==> src/rtl/swd_pkg.sv <==
// Shared types and constants for the stereo window dc removal gate.
// Holds the controller states and the command and status structs.
// No dependencies.
`default_nettype none

package swd_pkg;

    // field widths
    localparam int SAMPLE_W  = 12;
    localparam int WAVE_W    = 13;
    localparam int GATE_W    = 13;
    localparam int WORD_W    = 16;
    localparam int CFG_IDX_W = 1;
    localparam int CFG_DAT_W = 13;

    // low 12 bits of a capture word are the sample
    localparam logic [SAMPLE_W-1:0] SAMPLE_MASK = 12'h0FFF;

    // item kinds
    localparam logic KIND_PUSH = 1'b0;
    localparam logic KIND_READ = 1'b1;

    // register indexes
    localparam logic [CFG_IDX_W-1:0] CFG_WINDOW_MODE = 1'b0;
    localparam logic [CFG_IDX_W-1:0] CFG_NOISE_GATE  = 1'b1;

    // register reset values
    localparam logic [GATE_W-1:0] GATE_RESET = 13'd8;

    // parameter defaults
    localparam int SHORT_WINDOW_DEF = 512;
    localparam int LONG_WINDOW_DEF  = 4096;
    localparam int CHUNK_PAIRS_DEF  = 128;

    typedef enum logic [3:0] {
        S_CLEAR,
        S_IDLE,
        S_DECODE,
        S_PUSH_RD,
        S_PUSH_WR,
        S_RECOMP,
        S_DIV,
        S_WAVE_RD,
        S_OUT
    } t_state;

    typedef struct packed {
        logic accept;
        logic apply_mode;
        logic clear_run;
        logic push_wr;
        logic rec_run;
        logic div_start;
        logic out_load;
    } t_cmd;

    typedef struct packed {
        logic is_read;
        logic count_zero;
        logic mode_change;
        logic chunk_full;
        logic clear_last;
        logic rec_done;
        logic div_done;
        logic out_free;
    } t_stat;

endpackage

`default_nettype wire

==> src/rtl/swd_ctrl.sv <==
// Controller state machine sequencing push, recompute, read and clear.
// Depends on swd_pkg.
`default_nettype none

module swd_ctrl
    import swd_pkg::*;
(
    input  wire logic  i_clk,
    input  wire logic  i_rst_n,
    input  wire logic  i_in_valid,
    output logic       o_in_ready,
    input  wire t_stat i_stat,
    output t_cmd       o_cmd
);

    t_state r_state;
    t_state n_state;
    logic   r_pend;
    logic   n_pend;

    // state register
    always_ff @(posedge i_clk) begin
        if (!i_rst_n) begin
            r_state <= S_CLEAR;
            r_pend  <= 1'b0;
        end else begin
            r_state <= n_state;
            r_pend  <= n_pend;
        end
    end

    // next state
    always_comb begin
        n_state = r_state;
        n_pend  = r_pend;
        case (r_state)
            S_CLEAR: begin
                if (i_stat.clear_last) begin
                    n_state = r_pend ? S_PUSH_RD : S_IDLE;
                    n_pend  = 1'b0;
                end
            end
            S_IDLE: begin
                if (i_in_valid) n_state = S_DECODE;
            end
            S_DECODE: begin
                if (i_stat.is_read) begin
                    n_state = i_stat.count_zero ? S_IDLE : S_DIV;
                end else if (i_stat.mode_change) begin
                    n_state = S_CLEAR;
                    n_pend  = 1'b1;
                end else begin
                    n_state = S_PUSH_RD;
                end
            end
            S_PUSH_RD: n_state = S_PUSH_WR;
            S_PUSH_WR: n_state = i_stat.chunk_full ? S_RECOMP : S_IDLE;
            S_RECOMP: begin
                if (i_stat.rec_done) n_state = S_IDLE;
            end
            S_DIV: begin
                if (i_stat.div_done) n_state = S_WAVE_RD;
            end
            S_WAVE_RD: n_state = S_OUT;
            S_OUT: begin
                if (i_stat.out_free) n_state = S_IDLE;
            end
            default: n_state = S_CLEAR;
        endcase
    end

    // commands
    always_comb begin
        o_in_ready       = r_state == S_IDLE;
        o_cmd.accept     = (r_state == S_IDLE) && i_in_valid;
        o_cmd.apply_mode = (r_state == S_DECODE) && !i_stat.is_read && i_stat.mode_change;
        o_cmd.clear_run  = r_state == S_CLEAR;
        o_cmd.push_wr    = r_state == S_PUSH_WR;
        o_cmd.rec_run    = r_state == S_RECOMP;
        o_cmd.div_start  = (r_state == S_DECODE) && i_stat.is_read && !i_stat.count_zero;
        o_cmd.out_load   = (r_state == S_OUT) && i_stat.out_free;
    end

endmodule

`default_nettype wire

==> config.mk <==
export PLATFORM = sky130hd
export DESIGN_NAME = swd_ctrl
export DESIGN_NICKNAME = d
export VERILOG_FILES = /design/src/rtl/swd_pkg.sv /design/src/rtl/swd_ctrl.sv
export SDC_FILE = /design/constraint.sdc
export NUM_CORES = 1
export LEC_CHECK = 0
export BUFFER_PORTS_ARGS = -buffer_cell sky130_fd_sc_hd__buf_2
export CORE_AREA = 2 2 39 41
export DETAILED_ROUTE_END_ITERATION = 10
export DIE_AREA = 0 0 41 43
export GPL_ROUTABILITY_DRIVEN = 0
export PLACE_DENSITY = 0.59
export SLEW_MARGIN = 20
export SYNTH_ARGS = -nofsm -noshare
export SYNTH_HDL_FRONTEND = slang
export SYNTH_SLANG_ARGS = --single-unit
==> constraint.sdc <==
create_clock -name i_clk -period 1.55 [get_ports i_clk]
set_input_delay 0.465 -clock i_clk [delete_from_list [all_inputs] [get_ports i_clk]]
set_output_delay 0.465 -clock i_clk [all_outputs]
set_load 0.1 [all_outputs]
==> impl_metrics.yaml, run 1 <==
setup_path:
  critical_path.reg2reg.endpoint: "r_state[2]"
  worstPathMaxFanout: 9
  timing.critical_path.from_type: "flop"
  worst_r2r_path_depth: 6
  cp.arrival_ps: 1400
  critical_path_required_ps: 1080
  slack_of_the_worst_reg_to_reg_path_ps: -120
  critPathCaptureType: "output pin"
  critPathKind: "flop to output pin"
  timing.rr.start: "r_state[0]"
synth:
  synth_largest_area_cell: "sky130_fd_sc_hd__dfxtp_1"
  syn-cell-area_um2: 456.7
  syn-instance-count: 60
  seq_area_frac_synth_pct: 21.92
  avgSynthCellArea_um2: 7.611
  ys_seq_elements: 5
  yosysUniqueCellTypes: 29
  syn-num-nets: 71
  synth_top_area_share_pct: 21.92
  yosys_warnings: 0
  ys_top_cells_by_area: "sky130_fd_sc_hd__dfxtp_1 (22%), sky130_fd_sc_hd__nor2_1 (5.8%), sky130_fd_sc_hd__a21oi_1 (5.5%)"
floorplanning:
  rows: 14
  floorplan.die_area_um2: 1763
  floorplan.initialDensity_pct: 33.00
  design.core.area_um2: 1384
  io-pin-count: 19
  fp.dieH_um: 43
  x_dimension_of_the_die_um: 41
detailed_routing:
  detail_route.first_pass.iterations: 4
  routed-via-count: 614
  route.detailed.wl_per_inst_um: 14.38
  detail-route-antenna-nets: 0
  vias_per_cell: 5.160
  drtIter0Drc: 9
  drt_wirelength_um: 1711
  drt_drc_violations_left: 0
sta:
  finalMaxSlewViolations: 0
  final.min_clock_period_ps: 1862
  hold_slack_ps: 508.1
  skew_ps: 0.4332
  period_share_pct: 120.1
  report.final.hold_viol_count: 0
  finalSetupViolations: 11
  setup_slack_ps: -312.3
  worst_slew_margin_rel_pct: 75.95
  grt_setup_unrepaired: "true"
  setup-tns-final_ps: -2073
  max_clock_freq_mhz: 537.0
  worst_margin_pin_slew_ps: 360.0
placement:
  total_of_buffers_placed_on_input_and_output_ports: 18
  dp.final_hpwl_um: 988.5
  placedCellCount: 103
pwr:
  total_leakage_power_nw: 0.4587
  cellPowerDensity_nw_per_um2: 2109
  irDropWorstVdd_uv: 1190
worst_hold_path:
  hold_path.startpoint: "i_rst_n"
  hold-path-endpoint: "r_pend"
  hold_path.class: "input port to flop"
  worst_hold_path.num_cells: 2
run_status:
  run_status: "complete, but fails checks"
  failed_checks: "setup timing"
grt:
  gr-total-overflow: 0
  grt_antenna_before_repair: 0
  grt_first_pass_wirelength_um: 2573
  vias_in_the_first_global_route: 569
  grt_start_max_net_pins: 12
  globalRouteTotalUtil_pct: 21.25
clock_network:
  cts_made_buffers: 3
  cts.hold.buffers_added: 0
  clkSlewWorstSetupHoldPaths_ps: 40
  worst_skew_pair.late_latency_ps: 230
  tritoncts_num_sinks: 5
  cts_tree: "done"
  ctsHtreeMaxLevel: 1
  ctsRootBufferMaster: "sky130_fd_sc_hd__clkbuf_4"
  clock_tree.buffer_depth: 2
run:
  drv_cap: 0
final_layout:
  antenna-diode-count: 0
  ff_latch_area_um2: 102.6
  area.growth.synth_to_final_pct: 126.8
  finalNonFillerCells: 119
  multi_input_logic_area_um2: 426.7
  layout-drive-gt1-share_pct: 66.02
  design.final.nets: 115
  fillers: 94
[metrics by stage]
step	utilization (%)	total power [mW]	area, um2	setup slack (ps)
2_1_floorplan	-	1.176	518.0	-539.8
3_3_place_gp	59.04	1.625	817.0	-136.2
3_5_place_dp	59.04	1.638	817.0	-187.6
4_1_cts	69.89	2.013	967.2	-333.9
5_1_grt	74.86	2.291	1036	-353.8
6_report	74.86	2.185	1036	-312.3
[logic make-up after synthesis]
kind of cell	Yosys count	share of synthesized area, %
AND/OR/NAND/NOR	30	37.81
flip-flops	5	21.92
multiplexers	1	2.192
buffers and inverters	8	8.492
AO/OA/AOI/OAI	16	29.59
[final cells by class]
class	instances	share of cell area, %
Multi-Input combinational cell	47	41.18
Sequential cell	5	9.903
Clock buffer	4	2.536
Inverter	4	1.449
Timing Repair Buffer	43	43.00
Tap cell	16	1.932
[synthesized netlist by cell type]
cell type and n:
sky130_fd_sc_hd__nor4_1 1, sky130_fd_sc_hd__o211ai_4 1, sky130_fd_sc_hd__nand3_1 2, sky130_fd_sc_hd__nor3b_1 1, sky130_fd_sc_hd__a21o_1 1, sky130_fd_sc_hd__nor3_1 3, sky130_fd_sc_hd__nor2_1 7, sky130_fd_sc_hd__mux2i_1 1
sky130_fd_sc_hd__buf_2 1, sky130_fd_sc_hd__a21boi_1 1, sky130_fd_sc_hd__o21ai_4 1, sky130_fd_sc_hd__nor2b_1 2, sky130_fd_sc_hd__o211a_1 1, sky130_fd_sc_hd__o21ai_0 1, sky130_fd_sc_hd__o32a_1 2, sky130_fd_sc_hd__dfxtp_1 5
sky130_fd_sc_hd__a21oi_1 5, sky130_fd_sc_hd__or4b_1 2, sky130_fd_sc_hd__and2_1 1, sky130_fd_sc_hd__buf_6 1, sky130_fd_sc_hd__inv_1 4, sky130_fd_sc_hd__nand2b_1 1, sky130_fd_sc_hd__clkbuf_1 2, sky130_fd_sc_hd__nor3b_4 1
sky130_fd_sc_hd__and3_1 4, sky130_fd_sc_hd__a31oi_1 1, sky130_fd_sc_hd__nand2_1 5, sky130_fd_sc_hd__o21bai_1 1, sky130_fd_sc_hd__o41ai_1 1
[critical path: stages, from the launching register on]
cell and delay [ps]:
sky130_fd_sc_hd__dfxtp_1 320, sky130_fd_sc_hd__buf_6 140, sky130_fd_sc_hd__buf_6 140, sky130_fd_sc_hd__nor4_4 340, sky130_fd_sc_hd__buf_12 220
[where the power goes]
part / switching, mW / internal, mW / total, mW
logic: 0.975 / 0.858 / 1.83
registers: 0.0301 / 0.176 / 0.206
clock network: 0.0489 / 0.0970 / 0.146
[cells in the final DEF (no fill, tap or decap), drive strengths merged]
cell type / netlist / routed
buf: 2 / 43
nor2: 7 / 7
nand2: 5 / 5
a21oi: 5 / 5
dfxtp: 5 / 5
and3: 4 / 4
inv: 4 / 4
clkbuf: 2 / 4
nor3: 3 / 3
or4b: 2 / 2
o32a: 2 / 2
nand3: 2 / 2
nor2b: 2 / 2
nor3b: 2 / 2
o21ai: 2 / 2
and2: 1 / 1
nor4: 1 / 1
mux2i: 1 / 1
o211ai: 1 / 1
o41ai: 1 / 1
a31oi: 1 / 1
nand2b: 1 / 1
o211a: 1 / 1
o21bai: 1 / 1
a21o: 1 / 1
a21boi: 1 / 1
[flip-flops by register name, indices dropped and copies added, names as in the netlist]
| register | cells |
|---|---|
| r_pend | 1 |
| r_state | 4 |
[layer usage]
metal | part of all wire (%) | GRT usage [%]
met1 | 41 | 27.60
met2 | 55 | 31.87
met3 | 4.0 | 4.188
met4 | 0 | 10.67
met5 | 0 | 0
[timing repair]
action / in CTS / in global routing
gates cloned: 0 / 1
pin swaps: 9 / 4
hold endpoints to repair: 0 / 0
setup endpoints to repair: 11 / 12
setup buffers: 6 / 5
resized for setup: 20 / 5
[worst max path at each step]
stage / cells past startpoint / from / endpoint
global route: 3 / r_state[1] / o_cmd[0]
global placement: 3 / r_state[0] / o_cmd[0]
floorplan: 3 / r_state[0] / o_cmd[4]
finish: 4 / r_state[2] / o_cmd[4]
detailed placement: 5 / r_state[0] / o_cmd[5]
CTS: 3 / r_state[1] / o_cmd[0]
No activity file was read; power rests on OpenSTA's default activity.
==> run 2: changes to the inputs <==
ABC_AREA = 1   (was not set)
PLACE_DENSITY = 0.62   (was 0.59)
==> run 2 against run 1 <==
Against the previous run: the run still ends with setup timing left; clock power hardly changed; final cell count rose by 22%; die area is the same; critical endpoint is now o_cmd[1]; largest cell class is now multi-input combinational cells.
==> impl_metrics.yaml, run 2 <==
synth:
  yosysUniqueCellTypes: 13
  yosys_warnings: 0
  synth_top_cells_by_count: "sky130_fd_sc_hd__nand2_1 (30), sky130_fd_sc_hd__inv_1 (19), sky130_fd_sc_hd__nor2_1 (9), sky130_fd_sc_hd__nor2_2 (9), sky130_fd_sc_hd__nand3_1 (7)"
  synth_largest_area_cell: "sky130_fd_sc_hd__nand2_1"
  seq_area_frac_synth_pct: 20.41
  synth-edff-count: 0
  ys_top_cells_by_area: "sky130_fd_sc_hd__nand2_1 (23%), sky130_fd_sc_hd__dfxtp_1 (20%), sky130_fd_sc_hd__inv_1 (15%)"
  syn-instance-count: 93
  synth_async_sr_flop_share_pct: 0
  syn-cell-area_um2: 490.5
  most_common_cell_in_the_synthesized_netlist: "sky130_fd_sc_hd__nand2_1"
  ys_seq_elements: 5
  synth_top_area_share_pct: 22.96
  syn-num-nets: 104
  postSynth.topFlopCell: "sky130_fd_sc_hd__dfxtp_1"
  avgSynthCellArea_um2: 5.274
grt:
  grt_start_max_net_pins: 6
  grt_first_pass_wirelength_um: 2373
  vias_in_the_first_global_route: 597
  globalRouteTotalUtil_pct: 20.10
  gr-total-overflow: 0
  grt_antenna_before_repair: 0
sta:
  skew_ps: 0.1265
  finalSetupViolations: 8
  worst_margin_pin_slew_ps: 208.3
  report.final.hold_viol_count: 0
  finalMaxSlewViolations: 0
  setup-tns-final_ps: -928.9
  grt_setup_unrepaired: "true"
  final.min_clock_period_ps: 1716
  max_clock_freq_mhz: 582.6
  worst_slew_margin_rel_pct: 86.10
  period_share_pct: 110.7
  setup_slack_ps: -166.3
detailed_routing:
  drt_drc_violations_left: 0
  vias_per_cell: 4.669
  drtIter0Drc: 10
  routed-via-count: 677
  detail-route-antenna-nets: 0
  route.detailed.wl_per_inst_um: 10.56
  detail_route.first_pass.iterations: 4
  drt_wirelength_um: 1531
final_layout:
  multi_input_logic_area_um2: 409.1
  ff_latch_area_um2: 115.1
  largest_register_ffs: 4
  top_register: "r_state"
  area.growth.synth_to_final_pct: 102.0
  layout-drive-gt1-share_pct: 55.81
  layout.cells.most_common_list: "sky130_fd_sc_hd__nand2_1 (23), sky130_fd_sc_hd__buf_4 (14), sky130_fd_sc_hd__inv_1 (13)"
  largest_registers: "r_state x4, r_pend x1"
  fillers: 124
  antenna-diode-count: 0
  design.final.nets: 141
  final_area_um2: 991.0
  leading_cell_type_in_the_layout_fill_and_taps_excluded: "sky130_fd_sc_hd__nand2_1"
  finish.utilization_pct: 71.61
clock_network:
  clkSlewWorstSetupHoldPaths_ps: 40
  cts_tree: "done"
  ctsRootBufferMaster: "sky130_fd_sc_hd__clkbuf_4"
  ctsHtreeMaxLevel: 1
  cts_made_buffers: 3
  worst_skew_pair.late_latency_ps: 240
  cts.hold.buffers_added: 0
  clock_tree.buffer_depth: 2
  tritoncts_num_sinks: 5
pwr:
  irDropWorstVdd_uv: 1041
  total_leakage_power_nw: 0.5095
  cellPowerDensity_nw_per_um2: 2137
  fin_total_pwr_mw: 2.117
setup_path:
  critPathCaptureType: "output pin"
  cp.arrival_ps: 1250
  worst_path_largest_cell_delay_ps: 360
  critical_path_required_ps: 1080
  cp_cell_sequence: "inv_4 > nand2_4 > nor2_4 > nand2_2 > clkinvlp_4 > buf_12"
  cpMaxStageDelayCell: "sky130_fd_sc_hd__dfxtp_4"
  timing.critical_path.from_type: "flop"
  worstPathMaxFanout: 4
  critPathKind: "flop to output pin"
run_status:
  failed_checks: "setup timing"
  run_status: "complete, but fails checks"
placement:
  dpl_cell_area_um2: 852.1
  pre_cts_ws_ps: -1.101
  dp.final_hpwl_um: 1086
  total_of_buffers_placed_on_input_and_output_ports: 18
floorplanning:
  floorplan.die_area_um2: 1763
  x_dimension_of_the_die_um: 41
  design.core.area_um2: 1384
  fp.dieH_um: 43
  rows: 14
  io-pin-count: 19
  floorplan.initialDensity_pct: 35.44
worst_hold_path:
  hold_path.class: "flop to flop"
run:
  drv_cap: 0
## run 2: cell types whose count changed after synthesis, moves of 4 or more
cell                      before  now
sky130_fd_sc_hd__and3_1        4    0
sky130_fd_sc_hd__inv_1         4   19
sky130_fd_sc_hd__nand2_1       5   30
sky130_fd_sc_hd__nor2_2        0    9
sky130_fd_sc_hd__nand3_1       2    7
sky130_fd_sc_hd__inv_2         0    4
## run 2: layout make-up
class | count | share of cell area (%)
inverters | 23 | 10.61
clock buffers | 4 | 2.652
flip-flops and latches | 5 | 11.62
well taps | 16 | 2.020
repair buffers | 32 | 31.82
multi-input cells | 65 | 41.29
## run 2: critical path, delay by kind of cell, from the launching register on
family,cells,cell delay (ps)
buffers and inverters,3,340
and+or+nand+nor,3,300
DFF,1,360
## run 2: kinds of logic after synthesis
family,synth area share (%)
AOI/OAI and AO/OA,4.592
buffers and inverters,17.60
DFF,20.41
and+or+nand+nor,57.40
## run 2: per-layer routing
| layer | vias up | share of wire (%) | global-route usage, % | wire length, um |
|---|---|---|---|---|
| li1 | 355 | - | - | - |
| met5 | - | 0 | 0 | 0 |
| met3 | 4 | 3.9 | 3.141 | 60 |
| met4 | 0 | 1.4 | 12.00 | 22 |
| met1 | 298 | 42 | 25.48 | 641 |
| met2 | 20 | 53 | 30.31 | 807 |
## run 2: what timing repair did
action	CTS	global route
cloned	0	0
endpoints found under the setup margin	8	8
buffers inserted	8	3
pin swaps	4	0
gates resized for setup	4	3
hold endpoints to repair	0	0
## run 2: power by group
part           switching (mW)  total, mW  internal [mW]
logic                    1.04       1.70          0.657
registers              0.0856      0.276          0.191
clock network          0.0478      0.145         0.0970
## run 2: through the flow
step / hold WS (ps) / cells
floorplan: 420.5 / 93
global placement: 433.4 / 130
detailed placement: 432.1 / 130
CTS: 438.7 / 142
global route: 482.3 / 145
finish: 441.5 / 145
## run 2: final timing paths
path                   start          to  slack, ps  depth (start not counted)
setup reg to reg  r_state[2]  r_state[2]        100                          9
setup / recovery  r_state[0]    o_cmd[1]       -170                          6
hold / removal        r_pend      r_pend        440                          2
hold reg to reg       r_pend      r_pend        440                          2
==> run 3: changes to the inputs <==
REMOVE_ABC_BUFFERS = 1   (was not set)
==> run 3 against run 2 <==
Against the previous run: the run still ends with setup timing left; power grew 3.7%; fmax is 0.26% higher; first-iteration DRC count is 50% lower; via count is 6.9% higher; register-to-register slack lost 120 ps; critical path type unchanged; largest power group unchanged.
==> impl_metrics.yaml, run 3 (synthesis gave the netlist of run 2 again) <==
final_layout:
  fillers: 107
  top_register: "r_state"
  area.growth.synth_to_final_pct: 114.5
  layout-drive-gt1-share_pct: 59.71
  largest_register_ffs: 4
  largest_registers: "r_state x4, r_pend x1"
  antenna-diode-count: 0
  ff_latch_area_um2: 115.1
  layout.cells.most_common_list: "sky130_fd_sc_hd__nand2_1 (22), sky130_fd_sc_hd__buf_4 (22), sky130_fd_sc_hd__inv_1 (14)"
  finalNonFillerCells: 155
  finish.utilization_pct: 76.04
  multi_input_logic_area_um2: 399.1
  design.final.nets: 151
setup_path:
  critPathKind: "flop to output pin"
  timing.critical_path.from_type: "flop"
  slack_of_the_worst_reg_to_reg_path_ps: -20
  cp.arrival_ps: 1250
  critPathCaptureType: "output pin"
  worstPathMaxFanout: 3
  critical_path_required_ps: 1080
detailed_routing:
  detail_route.first_pass.iterations: 4
  drt_drc_violations_left: 0
  routed-via-count: 724
  drtIter0Drc: 5
  detail-route-antenna-nets: 0
  vias_per_cell: 4.671
  drt_wirelength_um: 1709
  route.detailed.wl_per_inst_um: 11.03
grt:
  grt_start_max_net_pins: 6
  vias_in_the_first_global_route: 675
  globalRouteTotalUtil_pct: 20.98
  grt_antenna_before_repair: 0
  grt_first_pass_wirelength_um: 2566
  gr-total-overflow: 0
pwr:
  cellPowerDensity_nw_per_um2: 2086
  irDropWorstVdd_uv: 1005
  total_leakage_power_nw: 0.5752
  fin_total_pwr_mw: 2.195
sta:
  worst_slew_margin_rel_pct: 84.16
  period_share_pct: 110.4
  finalSetupViolations: 9
  worst_margin_pin_slew_ps: 237.4
  setup-tns-final_ps: -978.9
  skew_ps: 1.238
  grt_setup_unrepaired: "true"
  finalMaxSlewViolations: 0
  report.final.hold_viol_count: 0
  max_clock_freq_mhz: 584.1
  setup_slack_ps: -161.9
  final.min_clock_period_ps: 1712
floorplanning:
  fp.dieH_um: 43
  io-pin-count: 19
  x_dimension_of_the_die_um: 41
  rows: 14
  floorplan.die_area_um2: 1763
  design.core.area_um2: 1384
  floorplan.initialDensity_pct: 35.44
placement:
  total_of_buffers_placed_on_input_and_output_ports: 18
  placedCellCount: 138
  dp.final_hpwl_um: 1105
clock_network:
  ctsRootBufferMaster: "sky130_fd_sc_hd__clkbuf_4"
  tritoncts_num_sinks: 5
  ctsHtreeMaxLevel: 1
  cts_tree: "done"
  worst_skew_pair.late_latency_ps: 230
  clkSlewWorstSetupHoldPaths_ps: 40
  cts_made_buffers: 3
  clock_tree.buffer_depth: 2
run:
  drv_cap: 0
run_status:
  failed_checks: "setup timing"
  run_status: "complete, but fails checks"
worst_hold_path:
  hold_path.class: "flop to flop"
-- run 3: cell count changes in the layout (fill, tap and decap cells not counted) --
cell and delta:
sky130_fd_sc_hd__inv_2 +3, sky130_fd_sc_hd__clkinvlp_4 -3, sky130_fd_sc_hd__inv_4 -2, sky130_fd_sc_hd__nor3_4 -1
sky130_fd_sc_hd__nand2_4 -2, sky130_fd_sc_hd__buf_4 +8, sky130_fd_sc_hd__a21oi_2 +1, sky130_fd_sc_hd__inv_1 +1
sky130_fd_sc_hd__buf_6 +2, sky130_fd_sc_hd__inv_6 +1, sky130_fd_sc_hd__a21oi_1 -1, sky130_fd_sc_hd__nor3_2 +1
sky130_fd_sc_hd__nand2_1 -1, sky130_fd_sc_hd__nand2_2 +3
-- run 3: repair_timing --
item	4_1_cts	5_1_grt
cloned	0	0
hold buffers	0	0
buffers inserted	7	6
endpoints found under the hold margin	0	0
pin swaps	6	7
gates resized for setup	24	18
setup endpoints to repair	8	10
-- run 3: path summary, 6_finish.rpt --
kind         endpoint        from  depth (start not counted)
min reg2reg    r_pend      r_pend                          2
max reg2reg    r_pend  r_state[2]                         13
min            r_pend      r_pend                          2
max          o_cmd[0]  r_state[0]                          5
-- run 3: area by class of cell --
class                   instances  area share, %
clock buffers                   4          2.497
multi-input cells              65          37.93
flip-flops and latches          5          10.94
repair buffers                 42          37.81
well taps                      16          1.902
inverters                      23          8.918
-- run 3: layer usage --
layer  up-vias  global-route usage [%]  wire length, um
li1        370                       -                -
met1       331                   25.08              763
met2        19                   33.44              881
met3         4                   3.665               44
met4         0                   11.33               19
met5         -                       0                0
-- run 3: where the power goes --
| part | switching [mW] | internal [mW] | leakage, nW |
|---|---|---|---|
| combinational | 1.06 | 0.727 | 0.516 |
| sequential | 0.0792 | 0.191 | 0.0438 |
| clock | 0.0451 | 0.0968 | 0.0150 |
-- run 3: metrics by stage --
step / hold WS, ps / worst slack, ps / area, um2
after floorplan: 420.5 / -1593 / 490.5
after global placement: 433.0 / -17.60 / 803.3
after detailed placement: 440.7 / -39.18 / 803.3
after CTS: 447.1 / -163.9 / 939.7
after global routing: 481.5 / -211.9 / 1052
final: 457.7 / -161.9 / 1052
-- run 3: worst max-delay path, cell delays in order, from the launching register on --
cell                      delay [ps]
sky130_fd_sc_hd__dfxtp_4         370
sky130_fd_sc_hd__nor2_4          150
sky130_fd_sc_hd__nand2_2          90
sky130_fd_sc_hd__nor3_2          110
sky130_fd_sc_hd__buf_4           140
sky130_fd_sc_hd__buf_12          160
